[config.mk]
export PLATFORM = sky130hd
export DESIGN_NAME = button_mask_remapper_top
export DESIGN_NICKNAME = d
export VERILOG_FILES = /design/src/rtl/bmr_pkg.sv /design/src/rtl/bmr_ctrl.sv /design/src/rtl/bmr_dp.sv /design/src/rtl/button_mask_remapper_top.sv
export SDC_FILE = /design/constraint.sdc
export NUM_CORES = 1
export LEC_CHECK = 0
export BUFFER_PORTS_ARGS = -buffer_cell sky130_fd_sc_hd__buf_2
export CORE_MARGIN = 2
export CORE_UTILIZATION = 39
export CTS_CLUSTER_SIZE = 10
export DETAILED_ROUTE_END_ITERATION = 12
export PLACE_DENSITY = 0.67
export SYNTH_ARGS = -nofsm -noshare
export SYNTH_HDL_FRONTEND = slang
export SYNTH_HIERARCHICAL = 1
export SYNTH_SLANG_ARGS = --single-unit
export TNS_END_PERCENT = 10
[constraint.sdc]
create_clock -name clk -period 8.7 [get_ports clk]
set_clock_uncertainty 0.15 [all_clocks]
set_input_delay 2.175 -clock clk [delete_from_list [all_inputs] [get_ports clk]]
set_output_delay 2.175 -clock clk [all_outputs]
set_load 0.01 [all_outputs]
[src/rtl/bmr_pkg.sv]
// Shared types and constants for the button mask remapper.
// Holds the rule layout, operation codes, register indexes and the
// command and status bundles between controller and datapath.
`default_nettype none

package bmr_pkg;

  // Configuration port geometry
  localparam int CFG_INDEX_W = 3;
  localparam int CFG_DATA_W  = 34;
  localparam int MASK_W      = 16;
  localparam int FIRST_W     = 3;

  // Register indexes on the configuration port
  localparam logic [CFG_INDEX_W-1:0] REG_ENABLE = 3'd0;
  localparam logic [CFG_INDEX_W-1:0] REG_FIRST  = 3'd1;
  localparam logic [CFG_INDEX_W-1:0] REG_RULE0  = 3'd2;

  // Rule operation codes
  typedef enum logic [1:0] {
    OP_END   = 2'd0,
    OP_OR    = 2'd1,
    OP_SWAP  = 2'd2,
    OP_CLEAR = 2'd3
  } op_t;

  // One rule register: op in 33:32, mask B in 31:16, mask A in 15:0
  typedef struct packed {
    op_t               op;
    logic [MASK_W-1:0] mask_b;
    logic [MASK_W-1:0] mask_a;
  } rule_t;

  // Controller states
  typedef enum logic [1:0] {
    ST_IDLE,
    ST_WALK,
    ST_HOLD
  } state_t;

  // Controller to datapath
  typedef struct packed {
    logic load_in;   // capture input words, start rule index at first_rule
    logic step;      // apply the current rule, advance the rule index
    logic load_out;  // copy working words into the output register
  } cmd_t;

  // Datapath to controller
  typedef struct packed {
    logic walk_end;  // no further rule applies to the working words
  } status_t;

endpackage

`default_nettype wire

[src/rtl/bmr_ctrl.sv]
// Controller for the button mask remapper: sequences one item through
// input capture, the rule walk and the output register. Uses bmr_pkg.
`default_nettype none

module bmr_ctrl (
  input  wire               clk,
  input  wire               rst,
  input  wire               s_tvalid,
  output logic              s_tready,
  output logic              m_tvalid,
  input  wire               m_tready,
  input  bmr_pkg::status_t  status,
  output bmr_pkg::cmd_t     cmd
);
  import bmr_pkg::*;

  state_t state;
  state_t state_next;
  logic   out_free;

  // Output register can take a result this cycle
  assign out_free = !m_tvalid || m_tready;

  // State register
  always_ff @(posedge clk) begin
    if (rst) begin
      state <= ST_IDLE;
    end else begin
      state <= state_next;
    end
  end

  // Next state
  always_comb begin
    state_next = state;
    unique case (state)
      ST_IDLE: begin
        if (s_tvalid) state_next = ST_WALK;
      end
      ST_WALK: begin
        if (status.walk_end) state_next = out_free ? ST_IDLE : ST_HOLD;
      end
      ST_HOLD: begin
        if (out_free) state_next = ST_IDLE;
      end
      default: state_next = ST_IDLE;
    endcase
  end

  // Outputs; hold off input transfers while in reset
  always_comb begin
    s_tready     = 1'b0;
    cmd.load_in  = 1'b0;
    cmd.step     = 1'b0;
    cmd.load_out = 1'b0;
    unique case (state)
      ST_IDLE: begin
        s_tready    = !rst;
        cmd.load_in = s_tvalid && !rst;
      end
      ST_WALK: begin
        cmd.step     = !status.walk_end;
        cmd.load_out = status.walk_end && out_free;
      end
      ST_HOLD: begin
        cmd.load_out = out_free;
      end
      default: begin
        s_tready = 1'b0;
      end
    endcase
  end

  // Hold the result valid until the transfer completes
  always_ff @(posedge clk) begin
    if (rst) begin
      m_tvalid <= 1'b0;
    end else if (cmd.load_out) begin
      m_tvalid <= 1'b1;
    end else if (m_tready) begin
      m_tvalid <= 1'b0;
    end
  end

  // Never overwrite a result that has not been taken
  a_no_overwrite: assert property (@(posedge clk) disable iff (rst)
    cmd.load_out |-> (!m_tvalid || m_tready))
    else $error("output register overwritten");

  // An accepted item starts a walk
  a_accept_walk: assert property (@(posedge clk) disable iff (rst)
    (s_tvalid && s_tready) |=> (state == ST_WALK))
    else $error("accepted item did not start a walk");

  // Only one of step and load_out at a time
  a_step_excl: assert property (@(posedge clk) disable iff (rst)
    !(cmd.step && cmd.load_out))
    else $error("step and load_out together");

endmodule

`default_nettype wire

[src/rtl/bmr_dp.sv]
// Datapath for the button mask remapper: configuration registers, rule
// index, working words with the shared rule unit, and the output register.
// Uses bmr_pkg.
`default_nettype none

module bmr_dp #(
  parameter int RULE_COUNT = 6,
  parameter int WORD_BITS  = 16,
  parameter int DATA_W     = 48
) (
  input  wire                                 clk,
  input  wire                                 rst,
  input  wire                                 cfg_we,
  input  wire  [bmr_pkg::CFG_INDEX_W-1:0]     cfg_index,
  input  wire  [bmr_pkg::CFG_DATA_W-1:0]      cfg_data,
  input  wire  [DATA_W-1:0]                   s_tdata,
  input  bmr_pkg::cmd_t                       cmd,
  output bmr_pkg::status_t                    status,
  output logic [DATA_W-1:0]                   m_tdata
);
  import bmr_pkg::*;

  localparam int NWORDS = 3;
  localparam int CW     = (WORD_BITS < MASK_W) ? WORD_BITS : MASK_W;

  logic                 remap_enable;
  logic [FIRST_W-1:0]   first_rule;
  rule_t                rules [RULE_COUNT];
  logic [FIRST_W-1:0]   rule_idx;
  rule_t                cur;
  logic [WORD_BITS-1:0] work     [NWORDS];
  logic [WORD_BITS-1:0] work_next[NWORDS];
  logic [WORD_BITS-1:0] result   [NWORDS];
  logic [WORD_BITS-1:0] ma_w;
  logic [WORD_BITS-1:0] mb_w;
  logic [WORD_BITS-1:0] keep_a;
  logic [WORD_BITS-1:0] keep_ab;
  logic [MASK_W-1:0]    inv_a;
  logic [MASK_W-1:0]    inv_ab;

  // Configuration register writes
  always_ff @(posedge clk) begin
    if (rst) begin
      remap_enable <= 1'b0;
      first_rule   <= '0;
      for (int i = 0; i < RULE_COUNT; i++) begin
        rules[i] <= '0;
      end
    end else if (cfg_we) begin
      unique case (cfg_index)
        REG_ENABLE: remap_enable <= cfg_data[0];
        REG_FIRST:  first_rule   <= cfg_data[FIRST_W-1:0];
        default: begin
          for (int i = 0; i < RULE_COUNT; i++) begin
            if (cfg_index == REG_RULE0 + CFG_INDEX_W'(i)) rules[i] <= rule_t'(cfg_data);
          end
        end
      endcase
    end
  end

  // Select the current rule; indexes past the table read as an end rule
  always_comb begin
    cur = '0;
    for (int i = 0; i < RULE_COUNT; i++) begin
      if (rule_idx == FIRST_W'(i)) cur = rules[i];
    end
  end

  assign status.walk_end = !remap_enable || (rule_idx >= FIRST_W'(RULE_COUNT)) ||
                           (cur.op == OP_END);

  // Masks at word width; complements are taken over 16 bits, then fitted
  assign inv_a   = ~cur.mask_a;
  assign inv_ab  = ~(cur.mask_a | cur.mask_b);
  assign ma_w    = WORD_BITS'(cur.mask_a[CW-1:0]);
  assign mb_w    = WORD_BITS'(cur.mask_b[CW-1:0]);
  assign keep_a  = WORD_BITS'(inv_a[CW-1:0]);
  assign keep_ab = WORD_BITS'(inv_ab[CW-1:0]);

  // Apply the current rule to each word independently
  always_comb begin
    for (int j = 0; j < NWORDS; j++) begin
      case (cur.op)
        OP_OR:    work_next[j] = ((work[j] & ma_w) != '0) ? (work[j] | mb_w) : work[j];
        OP_SWAP:  work_next[j] = (work[j] & keep_ab)
                               | (((work[j] & ma_w) != '0) ? mb_w : '0)
                               | (((work[j] & mb_w) != '0) ? ma_w : '0);
        OP_CLEAR: work_next[j] = work[j] & keep_a;
        default:  work_next[j] = work[j];
      endcase
    end
  end

  // Working words and rule index
  always_ff @(posedge clk) begin
    if (cmd.load_in) begin
      rule_idx <= first_rule;
      for (int j = 0; j < NWORDS; j++) begin
        work[j] <= s_tdata[j*WORD_BITS +: WORD_BITS];
      end
    end else if (cmd.step) begin
      rule_idx <= rule_idx + 1'b1;
      for (int j = 0; j < NWORDS; j++) begin
        work[j] <= work_next[j];
      end
    end
  end

  // Output register
  always_ff @(posedge clk) begin
    if (cmd.load_out) begin
      for (int j = 0; j < NWORDS; j++) begin
        result[j] <= work[j];
      end
    end
  end

  always_comb begin
    m_tdata = '0;
    for (int j = 0; j < NWORDS; j++) begin
      m_tdata[j*WORD_BITS +: WORD_BITS] = result[j];
    end
  end

  // A new walk starts at the configured first rule
  a_start_idx: assert property (@(posedge clk) disable iff (rst)
    cmd.load_in |=> (rule_idx == $past(first_rule)))
    else $error("walk did not start at first_rule");

  // Stepping only happens while a rule still applies
  a_step_live: assert property (@(posedge clk) disable iff (rst)
    cmd.step |-> (remap_enable && cur.op != OP_END))
    else $error("step past end of walk");

endmodule

`default_nettype wire

[src/rtl/button_mask_remapper_top.sv]
// Button mask remapper top level: one rule per cycle over three words.
// An accepted item is captured, walked through the rules and copied into the output
// register; input is taken again only after that copy, and a result still waiting at
// walk end blocks input until it is taken. The rule table, first_rule and remap_enable
// set the walk length. Reset (rst, synchronous) clears all configuration registers to
// zero and empties the output register. Depends on bmr_pkg, bmr_ctrl, bmr_dp.
`default_nettype none

module button_mask_remapper_top #(
  parameter int RULE_COUNT = 6,
  parameter int WORD_BITS  = 16
) (
  input  wire                                            clk,
  input  wire                                            rst,
  // Input words
  input  wire                                            s_tvalid,
  output logic                                           s_tready,
  // word_zero_in, word_one_in, word_two_in from bit 0 up
  input  wire  [((3*WORD_BITS+7)/8)*8-1:0]               s_tdata,
  // Result words
  output logic                                           m_tvalid,
  input  wire                                            m_tready,
  // word_zero_out, word_one_out, word_two_out from bit 0 up
  output logic [((3*WORD_BITS+7)/8)*8-1:0]               m_tdata,
  // Configuration writes
  input  wire                                            cfg_valid,
  output logic                                           cfg_ready,
  input  wire  [bmr_pkg::CFG_INDEX_W-1:0]                cfg_index,
  input  wire  [bmr_pkg::CFG_DATA_W-1:0]                 cfg_data
);
  import bmr_pkg::*;

  localparam int DATA_W = ((3*WORD_BITS+7)/8)*8;

  cmd_t    cmd;
  status_t status;

  // Configuration transfers are taken whenever out of reset
  assign cfg_ready = !rst;

  bmr_ctrl u_ctrl (
    .clk      (clk),
    .rst      (rst),
    .s_tvalid (s_tvalid),
    .s_tready (s_tready),
    .m_tvalid (m_tvalid),
    .m_tready (m_tready),
    .status   (status),
    .cmd      (cmd)
  );

  bmr_dp #(
    .RULE_COUNT (RULE_COUNT),
    .WORD_BITS  (WORD_BITS),
    .DATA_W     (DATA_W)
  ) u_dp (
    .clk       (clk),
    .rst       (rst),
    .cfg_we    (cfg_valid && cfg_ready),
    .cfg_index (cfg_index),
    .cfg_data  (cfg_data),
    .s_tdata   (s_tdata),
    .cmd       (cmd),
    .status    (status),
    .m_tdata   (m_tdata)
  );

endmodule

`default_nettype wire
Word-level counts from Yosys, hierarchy flattened
Memories as Yosys holds them, arrays and structs flattened.
Index checks and enable logic that the tools add are counted.
{"block": "classes", "add_sub_neg": 1, "order_cmp": 1, "eq_ne": 20, "mux": 79, "bitwise_logic": 33, "reduce_logical": 26}
{"op": "$mux W34", "n": 12}
{"op": "$and A16 B16 Y16", "n": 12}
{"op": "$mux W16", "n": 12}
{"op": "$or A16 B16 Y16", "n": 10}
{"op": "$pmux W16 S3", "n": 3}
{"op": "$reduce_bool A16 Y1", "n": 6}
{"op": "$mux W1", "n": 44}
{"op": "$not A16 Y16", "n": 2}
{"op": "$eq A3 B3 Y1 const B", "n": 6}
{"op": "$eq A3 B2 Y1 const B", "n": 4}
{"op": "$or A1 B1 Y1", "n": 9}
{"op": "$mux W2", "n": 4}
{"op": "$eq A2 B2 Y1 const B", "n": 3}
{"op": "$eq A3 B1 Y1 const B", "n": 2}
{"op": "$logic_not A3 Y1", "n": 2}
{"op": "$mux W3", "n": 2}
{"op": "$pmux W2 S3", "n": 1}
{"op": "$eq A2 B1 Y1 const B", "n": 2}
{"op": "$logic_not A1 Y1", "n": 4}
{"op": "$logic_not A2 Y1", "n": 2}
{"op": "$ne A2 B1 Y1 const B", "n": 2}
{"op": "$reduce_and A2 Y1", "n": 2}
{"op": "$reduce_bool A2 Y1", "n": 2}
{"op": "$add A3 B1 Y3 const B", "n": 1}
{"op": "other kinds (7)", "n": 11}
{"block": "word_totals", "ff_bits": 10, "mem_bits_rw": 300, "out_inout_bits": 51, "word_cells": 168, "n_memories": 3}
{"name": "u_dp.rules", "words": 6, "word_bits": 34, "read_ports": 6, "rd_ports_with_merged_regs": 0, "wr": 6, "line_no": "bmr_dp.sv:28", "text": "rule_t rules [RULE_COUNT];"}
{"name": "u_dp.result", "words": 3, "word_bits": 16, "read_ports": 3, "rd_ports_with_merged_regs": 0, "wr": 3, "line_no": "bmr_dp.sv:33", "text": "logic [WORD_BITS-1:0] result [NWORDS];"}
{"name": "u_dp.work", "words": 3, "word_bits": 16, "read_ports": 3, "rd_ports_with_merged_regs": 0, "wr": 3, "line_no": "bmr_dp.sv:31", "text": "logic [WORD_BITS-1:0] work [NWORDS];"}

Depth between registers and ports, before layout
Gate-level depths: netlist of run 1.
{"block": "depth", "ltp_word": 15, "ltp_mapped": 23, "depth_no_buf": 17}

Modules after synthesis
The synthesis of run 1 kept the hierarchy.
{"module": "bmr_dp", "n_inst": 1, "cells_per_inst": 1601, "area_each_um2": 16920.0}
{"module": "bmr_ctrl", "n_inst": 1, "cells_per_inst": 25, "area_each_um2": 234.0}
{"module": "button_mask_remapper_top", "n_inst": 1, "cells_per_inst": 2, "area_each_um2": 10.0}

Least setup slack after synthesis of run 1
No wires, ideal clock.
{"block": "synth_timing", "path_kind": "input port to flip-flop", "startpoint": "input cfg_valid", "endpoint": "memory u_dp/rules[2][0] (netlist bit) (enable)", "setup_ns": 0.477, "t_arrival_ns": 5.039, "required_time_ns": 8.073, "path_slack_ns": 3.034, "stages": 3, "n_path_buf": 0, "cell_sequence": "nor2b_1 nand2_1 o31ai_1"}
{"item": "start: declaration", "line_no": "button_mask_remapper_top.sv:26", "text": "input wire cfg_valid,"}
{"item": "end: declaration", "line_no": "bmr_dp.sv:28"}

==> results of run 1 <==
worst max path at each step:
stage                        to  slack, ns  cells past startpoint
5_1_grt         u_dp/work[0][2]       2.87                     13
2_1_floorplan  u_dp/rules[2][0]       3.03                      3
6_report        u_dp/work[0][2]       3.17                     13
4_1_cts         u_dp/work[0][2]       3.31                     13
3_5_place_dp    u_dp/work[0][2]       3.31                     13
3_3_place_gp   u_dp/work[0][13]       3.38                     12
cell families (layout without fill, tap and decap cells):
kind of cell,Yosys count,after routing
other cells,0,2
mux,6,6
simple gates,613,613
flops,310,310
buf+inv,146,258
fa+ha+maj,12,12
compound gates,541,541
cell type report:
cell class	count	area, um^2	area share (%)
Timing Repair Buffer	171	933	4.81
Clock inverter	8	37.5	0.193
Clock buffer	43	991	5.10
Inverter	36	135	0.696
Sequential cell	310	9240	47.6
Antenna cell	2	5.00	0.0258
Multi-Input combinational cell	1172	7350	37.8
Tap cell	585	732	3.77
metrics by stage:
step	hold WS (ns)	instances	util (%)
finish	0.295	2327	44.9
global route	0.333	2325	44.9
CTS	0.295	2325	44.9
detailed placement	0.283	2274	42.5
global placement	0.285	2274	42.5
floorplan	0.276	1628	-
state kept, by name (all words and copies together), names as in the netlist:
signal             cells
u_ctrl/m_tvalid        1
u_dp/remap_enable      1
u_dp/result           48
u_dp/first_rule        3
u_dp/rule_idx          3
u_dp/rules           204
u_dp/work             48
u_ctrl/state           2
power breakdown:
group	total [mW]	internal (mW)	switching [mW]
combinational	0.641	0.181	0.460
clock	1.38	0.798	0.582
sequential	1.79	1.73	0.0539
worst max-delay path, stage by stage, from the launching register on:
cell and delay, ns:
edfxtp_1 0.42, inv_1 0.14, ha_4 0.66, buf_4 0.65
and2_1 0.24, a211oi_1 0.06, or2_2 0.32, ha_1 0.23
nand3b_1 0.23, nor2b_4 0.29, nor2b_4 0.98, buf_4 0.50
o21a_1 0.18, a31oi_1 0.08
synthesized netlist by cell type (5+ instances only):
library cell | instances | share of area [%]
edfxtp_1 | 303 | 53
and2_1 | 227 | 8.3
o21ai_0 | 159 | 4.6
nand2_1 | 115 | 2.5
nor2_1 | 103 | 2.3
a21oi_1 | 98 | 2.9
clkbuf_1 | 65 | 1.4
o211ai_1 | 49 | 2.1
a31oi_1 | 42 | 1.5
inv_1 | 36 | 0.79
nand3_1 | 32 | 0.93
o21a_1 | 32 | 1.4
nor2b_1 | 27 | 0.98
nand3b_1 | 26 | 1.1
buf_2 | 24 | 0.70
a211oi_1 | 21 | 0.92
a221oi_1 | 20 | 1.0
nand2b_1 | 19 | 0.69
buf_6 | 14 | 0.92
ha_1 | 12 | 0.87
o2111ai_1 | 12 | 0.61
or2_2 | 12 | 0.44
a21o_1 | 10 | 0.44
nor3_1 | 10 | 0.29
and3b_1 | 9 | 0.46
o22ai_1 | 8 | 0.29
a22oi_1 | 7 | 0.31
and3_1 | 7 | 0.26
buf_4 | 7 | 0.31
dfxtp_1 | 7 | 0.82
nand4_1 | 7 | 0.26
o211a_1 | 7 | 0.41
o21ai_1 | 7 | 0.20
o31a_1 | 6 | 0.31
a2111oi_0 | 5 | 0.26
a2111oi_2 | 5 | 0.44
a2111oi_4 | 5 | 0.80
o21bai_1 | 5 | 0.22
layer usage:
layer / wire, um / share of wire (%) / GRT usage [%] / vias to the layer above
met5: 0 / 0 / 0 / -
met4: 2240 / 3.8 / 9.60 / 0
met1: 25000 / 43 / 36.3 / 6729
met3: 5880 / 10 / 5.20 / 131
met2: 25100 / 43 / 38.1 / 780
li1: - / - / - / 6266
==> summary.txt, run 1 <==
Worst setup path
  • Worst setup startpoint: u_dp/rule_idx[1]
  • R2R depth: 13
  • Critical Path Fanout Max: 76
  • Reg2reg end: u_dp/work[0][2]
  • Crit. End Element: flop
  • Crit path DAT: 5.67 ns
  • Critical Path Start Type: flop
  • Critical Path RT: 8.84 ns
  • Worst R2R Start: u_dp/rule_idx[1]
  • R2R Setup Slk: 3.17 ns
  • WS Path Type: flop to flop

GRT
  • Initial antenna violation count: 1
  • Vias in the first global route: 13,074
  • GRT Util Overall: 25.4%
  • First-pass GRT wire length: 85,500 um
  • Final global-route overflow total: 0
  • Largest net degree at the start of global routing: 77

Yosys
  • Mapped Area: 17,200 um^2
  • Yosys Warn Count: 6
  • Combinational family with the most area after synthesis: compound AO/OA/AOI/OAI gates
  • Synth async-reset ratio: 0%
  • Mux cell area share after synthesis: 0.394%
  • Flops & latches, synth: 310
  • Post-synthesis sequential area ratio: 53.8%
  • Synth Area in Adders: 0.875%
  • Post-synth EDFFs: 303
  • Mean Syn Cell Area: 10.5 um^2
  • Post-synth cell types: 77
  • Syn Nets: 1,730
  • Simple-gate share of the synthesized area: 19.4%
  • Compound-cell area share of the yosys netlist: 21.3%
  • Post-synth top flop: edfxtp_1
  • Synth Instances: 1,628
  • Post-Synth XOR/XNOR Area: 0%

Job
  • Max-cap viol count: 0

Power and ir drop
  • Worst VDD drop: 0.120 mV
  • Leakage: 6.94 nW
  • PnR Total Power: 3.81 mW
  • Pwr dens: 196 nW/um^2

Finish
  • Commonest non-fill, non-tap cell in the layout: edfxtp_1
  • Filler cell count: 3,990
  • Commonest cells after routing, fill and taps aside: 303 x edfxtp_1, 227 x and2_1, 154 x o21ai_0, 140 x buf_2, 115 x nand2_1
  • Layout area overhead: 13.1%
  • Final Net Count: 1,831
  • Design area: 19,400 um^2
  • Ratio of cells with drive above 1 in the final layout: 15.6%

STA
  • Max-slew violations: 0
  • RSZ-0062 raised after global routing: no
  • Slew @ Worst Pin: 1.16 ns
  • Final worst-path cycle share: 63.5%
  • Fin Setup TNS: 0 ns
  • Rel. slew slack: 22.4%
  • Min Tclk post-route: 5.53 ns
  • Final hold violations: 0
  • Setup violations, final: 0
  • Worst setup margin: 3.17 ns
  • Fmax: 181 MHz

Clocking
  • CTS resizes: 0
  • H-tree depth: 2
  • Longest Clk Path Bufs: 3
  • # hold bufs at CTS: 0
  • Clk Latency, worst-skew pair: 0.56 ns
  • Root Driver: clkbuf_16
  • Clock buffer count from CTS: 38
  • CTS tree: built
  • Post-CTS setup buffers: 0
  • CTS clock-pin slew for the worst setup and hold paths: 0.05 ns
  • Sink Count: 310

Die
  • Initial Util: 39.7%
  • Core ar.: 43,300 um^2
  • Die ar.: 45,700 um^2
  • Die extent in y: 214 um
  • Ports: 141
  • Site Rows: 76
  • Chip width: 214 um

Drt
  • Post-DRT Antenna Nets: 0
  • Drt drc: 0
  • Routed wire length: 58,200 um
  • Vias after detailed routing: 13,906
  • Vias/cell: 5.98
  • Routed WL per cell: 25.0 um
  • Initial drt markers: 1,777
  • DRT Pass-1 Iters: 6

Placed design
  • Post-DP Area: 18,400 um^2
  • Port bufs: 140
  • GPL Wtd Cong: 1.01
  • Dpl ws: 3.31 ns
  • DP HPWL: 40,000 um

Min path
  • Hold Path Class: flop to flop
  • Worst hold endpoint: u_dp/result[0][25]
  • Hold Path Depth: 0
  • Hold Crit Start: u_dp/work[0][25]

Status
  • Status: finished clean
(Power assumes the default switching activity.)
==> run 2: changes to the inputs <==
--- a/config.mk
+++ b/config.mk
@@ -10,7 +10,7 @@
 export CORE_UTILIZATION = 39
 export CTS_CLUSTER_SIZE = 10
 export DETAILED_ROUTE_END_ITERATION = 12
-export PLACE_DENSITY = 0.67
+export PLACE_DENSITY = 0.69
 export SYNTH_ARGS = -nofsm -noshare
 export SYNTH_HDL_FRONTEND = slang
 export SYNTH_HIERARCHICAL = 1
==> constraint.sdc (replaced) <==
create_clock -name clk -period 4.75 [get_ports clk]
set_clock_uncertainty 0.15 [all_clocks]
set_input_delay 1.1875 -clock clk [delete_from_list [all_inputs] [get_ports clk]]
set_output_delay 1.1875 -clock clk [all_outputs]
set_load 0.01 [all_outputs]
==> run 2 against run 1 <==
  * Via count increased by 1.0%
  * Utilization increased by 0.73 points
  * Final cell count increased by 1.2%
  * Power increased by 86%
  * Setup slack got worse by 2.8 ns
  * Sequential power increased by 83%
  * Clock-buffer cell count increased by 1
  * Critical path depth increased by 1
  * Non-clock buffer count increased by 30
  * Register-to-register slack got worse by 2.8 ns
  * Worst hold slack improved by 0.031 ns
  * Wire length decreased by 1.4%
==> summary.txt, run 2 (same netlist as run 1, synthesis figures left out) <==
Die
  • Core ar.: 43,300 um^2
  • Initial Util: 39.7%
  • Ports: 141
  • Die ar.: 45,700 um^2
  • Site Rows: 76
  • Die extent in y: 214 um
  • Chip width: 214 um

Clocking
  • H-tree depth: 2
  • CTS clock-pin slew for the worst setup and hold paths: 0.06 ns
  • CTS tree: built
  • Post-CTS setup buffers: 0
  • # hold bufs at CTS: 0
  • Root Driver: clkbuf_16
  • Clock buffer count from CTS: 38
  • CTS resizes: 0
  • Sink Count: 310
  • Clk Latency, worst-skew pair: 0.55 ns
  • Longest Clk Path Bufs: 3

Placed design
  • DP HPWL: 40,300 um
  • Dpl ws: 0.483 ns
  • Port bufs: 140
  • GPL Wtd Cong: 0.985

Worst setup path
  • Critical Path Fanout Max: 63
  • Critical Path RT: 4.89 ns
  • CP max stage delay: 0.60 ns
  • Critical Path Start Type: flop
  • R2R depth: 14
  • Slowest cell on the critical path: nor2b_4
  • WS Path Type: flop to flop
  • CP cell instances: inv_1 > ha_2 > buf_12 > nand3_1 > o21ai_0 > a211oi_1 > or2_2 > ha_1 > nand3b_1 > nor2b_4 > nor2b_4 > buf_12 > mux2i_1 > o211ai_1
  • Crit path DAT: 4.52 ns
  • Crit. End Element: flop

Power and ir drop
  • Flop pwr share: 46.1%
  • P_sw: 2.02 mW
  • Worst VDD drop: 0.195 mV
  • Int Power: 5.07 mW
  • Clock share of power: 36.4%
  • Leakage: 7.12 nW
  • Pwr dens: 360 nW/um^2
  • PnR Total Power: 7.10 mW
  • Combinational power share: 17.5%
  • Sw frac: 28.5%

Drt
  • Routed wire length: 57,400 um
  • Vias/cell: 5.97
  • DRT Pass-1 Iters: 6
  • Post-DRT Antenna Nets: 0
  • Drt drc: 0
  • Vias after detailed routing: 14,050
  • Initial drt markers: 1,692
  • Routed WL per cell: 24.4 um

GRT
  • Final global-route overflow total: 0
  • GRT Util Overall: 25.3%
  • Vias in the first global route: 13,304
  • Initial antenna violation count: 2
  • First-pass GRT wire length: 85,500 um
  • Largest net degree at the start of global routing: 77

Finish
  • Register Area: 9240 um^2
  • Layout area overhead: 15.0%
  • Filler cell count: 3,955
  • Max reg flops: 204
  • Commonest cells after routing, fill and taps aside: 303 x edfxtp_1, 227 x and2_1, 154 x o21ai_0, 140 x buf_2, 115 x nand2_1
  • Top reg by flops: u_dp/rules
  • Biggest regs: u_dp/rules x204, u_dp/result x48, u_dp/work x48
  • Ant. Diodes: 0
  • Commonest non-fill, non-tap cell in the layout: edfxtp_1
  • Ratio of cells with drive above 1 in the final layout: 17.0%
  • Multi-input logic area: 7340 um^2
  • Final Net Count: 1,861

STA
  • Min Tclk post-route: 4.38 ns
  • Final worst-path cycle share: 92.2%
  • RSZ-0062 raised after global routing: no
  • Rel. slew slack: 36.4%
  • Worst setup margin: 0.368 ns
  • Slew @ Worst Pin: 0.947 ns
  • Final hold violations: 0
  • Max-slew violations: 0
  • Final Hold Slack: 0.326 ns
  • Fmax: 228 MHz
  • Fin Setup TNS: 0 ns
  • Setup violations, final: 0

Min path
  • Hold Path Class: flop to flop
  • Hold Path Depth: 0

Job
  • Max-cap viol count: 0

Status
  • Status: finished clean
-- run 2: metal layers --
layer  vias up  GRT usage [%]  wire, um
met1      6772           36.7     25000
met5         -              0        19
met3       131           4.77      5540
li1       6330              -         -
met4         4           10.5      2340
met2       813           37.1     24600
-- run 2: final cells by class --
| cell class | instances | share of cell area, % |
|---|---|---|
| clock inverter | 6 | 0.292 |
| inverter | 36 | 0.685 |
| multi-input combinational | 1172 | 37.2 |
| sequential | 310 | 46.8 |
| tap | 585 | 3.71 |
| clock buffer | 44 | 5.04 |
| timing repair buffer | 201 | 6.25 |
-- run 2: worst paths after layout --
| path | from | to | slack (ns) |
|---|---|---|---|
| max | u_dp/rule_idx[0] | u_dp/work[0][41] | 0.37 |
| min | u_dp/work[0][25] | u_dp/result[0][25] | 0.33 |
| max reg2reg | u_dp/rule_idx[0] | u_dp/work[0][41] | 0.37 |
| min reg2reg | u_dp/work[0][25] | u_dp/result[0][25] | 0.33 |
-- run 2: power groups by stage --
stage	registers (mW)	clock network [mW]	logic (mW)
floorplan	3.29	0	0.705
global placement	3.32	0	1.19
detailed placement	3.32	0	1.20
CTS	3.27	2.63	1.20
global route	3.28	2.73	1.31
finish	3.27	2.59	1.24
-- run 2: stage by stage --
stage	std cells	instance area, um^2	utilization, %
floorplan	1628	17200	-
global placement	2304	18700	43.2
detailed placement	2304	18700	43.2
CTS	2354	19700	45.6
global route	2354	19700	45.6
finish	2354	19700	45.6
-- run 2: critical path: cells and delay by family, from the launching register on --
family,cells,cell delay [ns]
mux,1,0.21
fa+ha+maj,2,0.66
flops,1,0.46
compound gates,3,0.28
simple gates,5,1.56
buf+inv,3,0.75
==> run 3: changes to the inputs <==
--- a/config.mk
+++ b/config.mk
@@ -5,6 +5,7 @@
 export SDC_FILE = /design/constraint.sdc
 export NUM_CORES = 1
 export LEC_CHECK = 0
+export ABC_AREA = 1
 export BUFFER_PORTS_ARGS = -buffer_cell sky130_fd_sc_hd__buf_2
 export CORE_MARGIN = 2
 export CORE_UTILIZATION = 39
==> run 3 against run 2 <==
  * Sequential power is essentially flat
  * Critical path depth grew 5
  * Combinational power grew 15%
  * Critical path type unchanged
  * Highest routed layer is now met4
  * Synthesized cell count grew 26%
==> summary.txt, run 3 <==
Die
  • Ports: 141
  • Die ar.: 44,700 um^2
  • Site Rows: 76
  • Chip width: 211 um
  • Die extent in y: 211 um
  • Core ar.: 42,800 um^2
  • Initial Util: 39.2%

Clocking
  • Root Driver: clkbuf_16
  • Clock buffer count from CTS: 38
  • CTS resizes: 0
  • # hold bufs at CTS: 0
  • Sink Count: 310
  • CTS tree: built
  • H-tree depth: 2
  • CTS clock-pin slew for the worst setup and hold paths: 0.05 ns
  • Longest Clk Path Bufs: 3
  • Post-CTS setup buffers: 0
  • Clk Latency, worst-skew pair: 0.55 ns

Finish
  • Commonest cells after routing, fill and taps aside: 525 x nand2_1, 423 x nor2_1, 303 x edfxtp_1, 177 x nand3_1, 155 x o21ai_0
  • Ant. Diodes: 0
  • Commonest non-fill, non-tap cell in the layout: nand2_1
  • Top reg by flops: u_dp/rules
  • Ratio of cells with drive above 1 in the final layout: 13.1%
  • Max reg flops: 204
  • Biggest regs: u_dp/rules x204, u_dp/result x48, u_dp/work x48
  • Multi-input logic area: 6540 um^2
  • Register Area: 9240 um^2
  • Design area: 19,100 um^2
  • Filler cell count: 4,173
  • Final Net Count: 2,276
  • Layout area overhead: 13.8%

STA
  • Fin Setup TNS: 0 ns
  • RSZ-0062 raised after global routing: no
  • Setup violations, final: 0
  • Max-slew violations: 0
  • Final hold violations: 0
  • Fmax: 226 MHz
  • Final worst-path cycle share: 93.1%
  • Slew @ Worst Pin: 1.19 ns
  • Min Tclk post-route: 4.42 ns
  • Rel. slew slack: 20.3%

Drt
  • Drt drc: 0
  • Vias after detailed routing: 14,708
  • Post-DRT Antenna Nets: 0
  • Routed wire length: 51,100 um
  • Routed WL per cell: 18.7 um
  • DRT Pass-1 Iters: 6
  • Initial drt markers: 1,634
  • Vias/cell: 5.38

Worst setup path
  • Crit path DAT: 4.55 ns
  • Critical Path RT: 4.88 ns
  • Critical Path Start Type: flop
  • Crit. End Element: flop
  • Worst setup startpoint: u_dp/rule_idx[2]
  • Worst R2R Start: u_dp/rule_idx[2]
  • WS Path Type: flop to flop
  • Critical Path Fanout Max: 17

Yosys
  • Most frequent cell after synthesis: nand2_1
  • Synth Instances: 2,050
  • Post-synth EDFFs: 303
  • Mean Syn Cell Area: 8.19 um^2
  • Commonest cells in the netlist: 525 x nand2_1, 425 x nor2_1, 303 x edfxtp_1
  • Post-synth cell types: 33
  • Post-synth top flop: edfxtp_1
  • Flops & latches, synth: 310
  • Yosys Warn Count: 6
  • Area contributors post-synth: edfxtp_1 54%, nand2_1 12%, nor2_1 9.5%
  • Synth async-reset ratio: 0%
  • Mapped Area: 16,800 um^2
  • Syn Nets: 2,152
  • Post-synthesis sequential area ratio: 55.0%
  • Top cell type's share of synthesized area: 54.2%
  • Cell taking the most area after synthesis: edfxtp_1

GRT
  • Vias in the first global route: 13,601
  • Initial antenna violation count: 0
  • Final global-route overflow total: 0
  • First-pass GRT wire length: 79,300 um
  • Largest net degree at the start of global routing: 49
  • GRT Util Overall: 22.9%

Placed design
  • DP HPWL: 34,700 um
  • Port bufs: 140
  • GPL Wtd Cong: 0.966
  • Post-DP Area: 18,100 um^2

Min path
  • Hold Crit Start: u_dp/first_rule[2]
  • Hold Path Class: flop to flop

Status
  • Status: finished clean

Job
  • Max-cap viol count: 0

Power and ir drop
  • Leakage: 8.01 nW
  • Worst VDD drop: 0.229 mV
  • Pwr dens: 381 nW/um^2
run 3: power by group:
part / internal [mW] / leakage [nW] / total (mW) / switching [mW]
combinational: 0.392 / 4.59 / 1.42 / 1.03
sequential: 3.20 / 2.92 / 3.29 / 0.0918
clock: 1.46 / 0.506 / 2.56 / 1.10
total: 5.05 / 8.01 / 7.27 / 2.22
run 3: area by class of cell:
type / count / share of cell area (%)
sequential: 310 / 48.4
clock inverter: 7 / 0.308
timing repair buffer: 182 / 5.32
multi-input combinational: 1489 / 34.3
clock buffer: 48 / 5.17
tap: 546 / 3.58
inverter: 153 / 3.01
run 3: final timing paths:
kind / to / slack, ns / depth (start not counted)
setup reg to reg: u_dp/work[0][16] / 0.33 / 19
setup / recovery: u_dp/work[0][16] / 0.33 / 19
hold / removal: u_dp/first_rule[2] / 0.41 / 2
hold reg to reg: u_dp/first_rule[2] / 0.41 / 2
run 3: critical path: stages, from the launching register on:
cell and delay [ns]:
edfxtp_1 0.55, inv_2 0.12, ha_1 0.57, inv_1 0.37, nand2_1 0.17, o211ai_1 0.10, nand3_1 0.09, o21a_1 0.20
inv_1 0.07, ha_1 0.17, nand3b_1 0.17, inv_1 0.09, nand2_2 0.11, inv_1 0.08, inv_1 0.07, nor2_4 0.10
inv_2 0.11, o31ai_1 0.52, a21oi_1 0.10, buf_4 0.25
run 3: through the flow:
step / cells / power [mW] / util [%] / setup slack, ns / hold slack (ns)
5_1_grt: 2735 / 7.59 / 44.6 / 0.0156 / 0.453
6_report: 2735 / 7.27 / 44.6 / 0.327 / 0.407
3_3_place_gp: 2680 / 4.71 / 42.2 / 0.514 / 0.386
3_5_place_dp: 2680 / 4.74 / 42.2 / 0.432 / 0.401
2_1_floorplan: 2050 / 4.23 / - / 0.0443 / 0.332
4_1_cts: 2735 / 7.29 / 44.6 / 0.417 / 0.412
run 3: kinds of logic (layout without fill, tap and decap cells):
family,Yosys count,count (layout),synth area share (%)
adders and majority gates,12,12,0.894
and+or+nand+nor,1178,1178,28.6
buffers and inverters,251,390,6.25
AOI/OAI and AO/OA,299,299,9.25
DFF,310,310,55.0
run 3: metal layers:
metal	routed length [um]	vias to the layer above	global-route usage, %
met3	4300	102	3.77
met2	23300	643	36.2
met1	22000	6963	32.0
met5	0	-	0
li1	-	7000	-
met4	1580	0	7.72
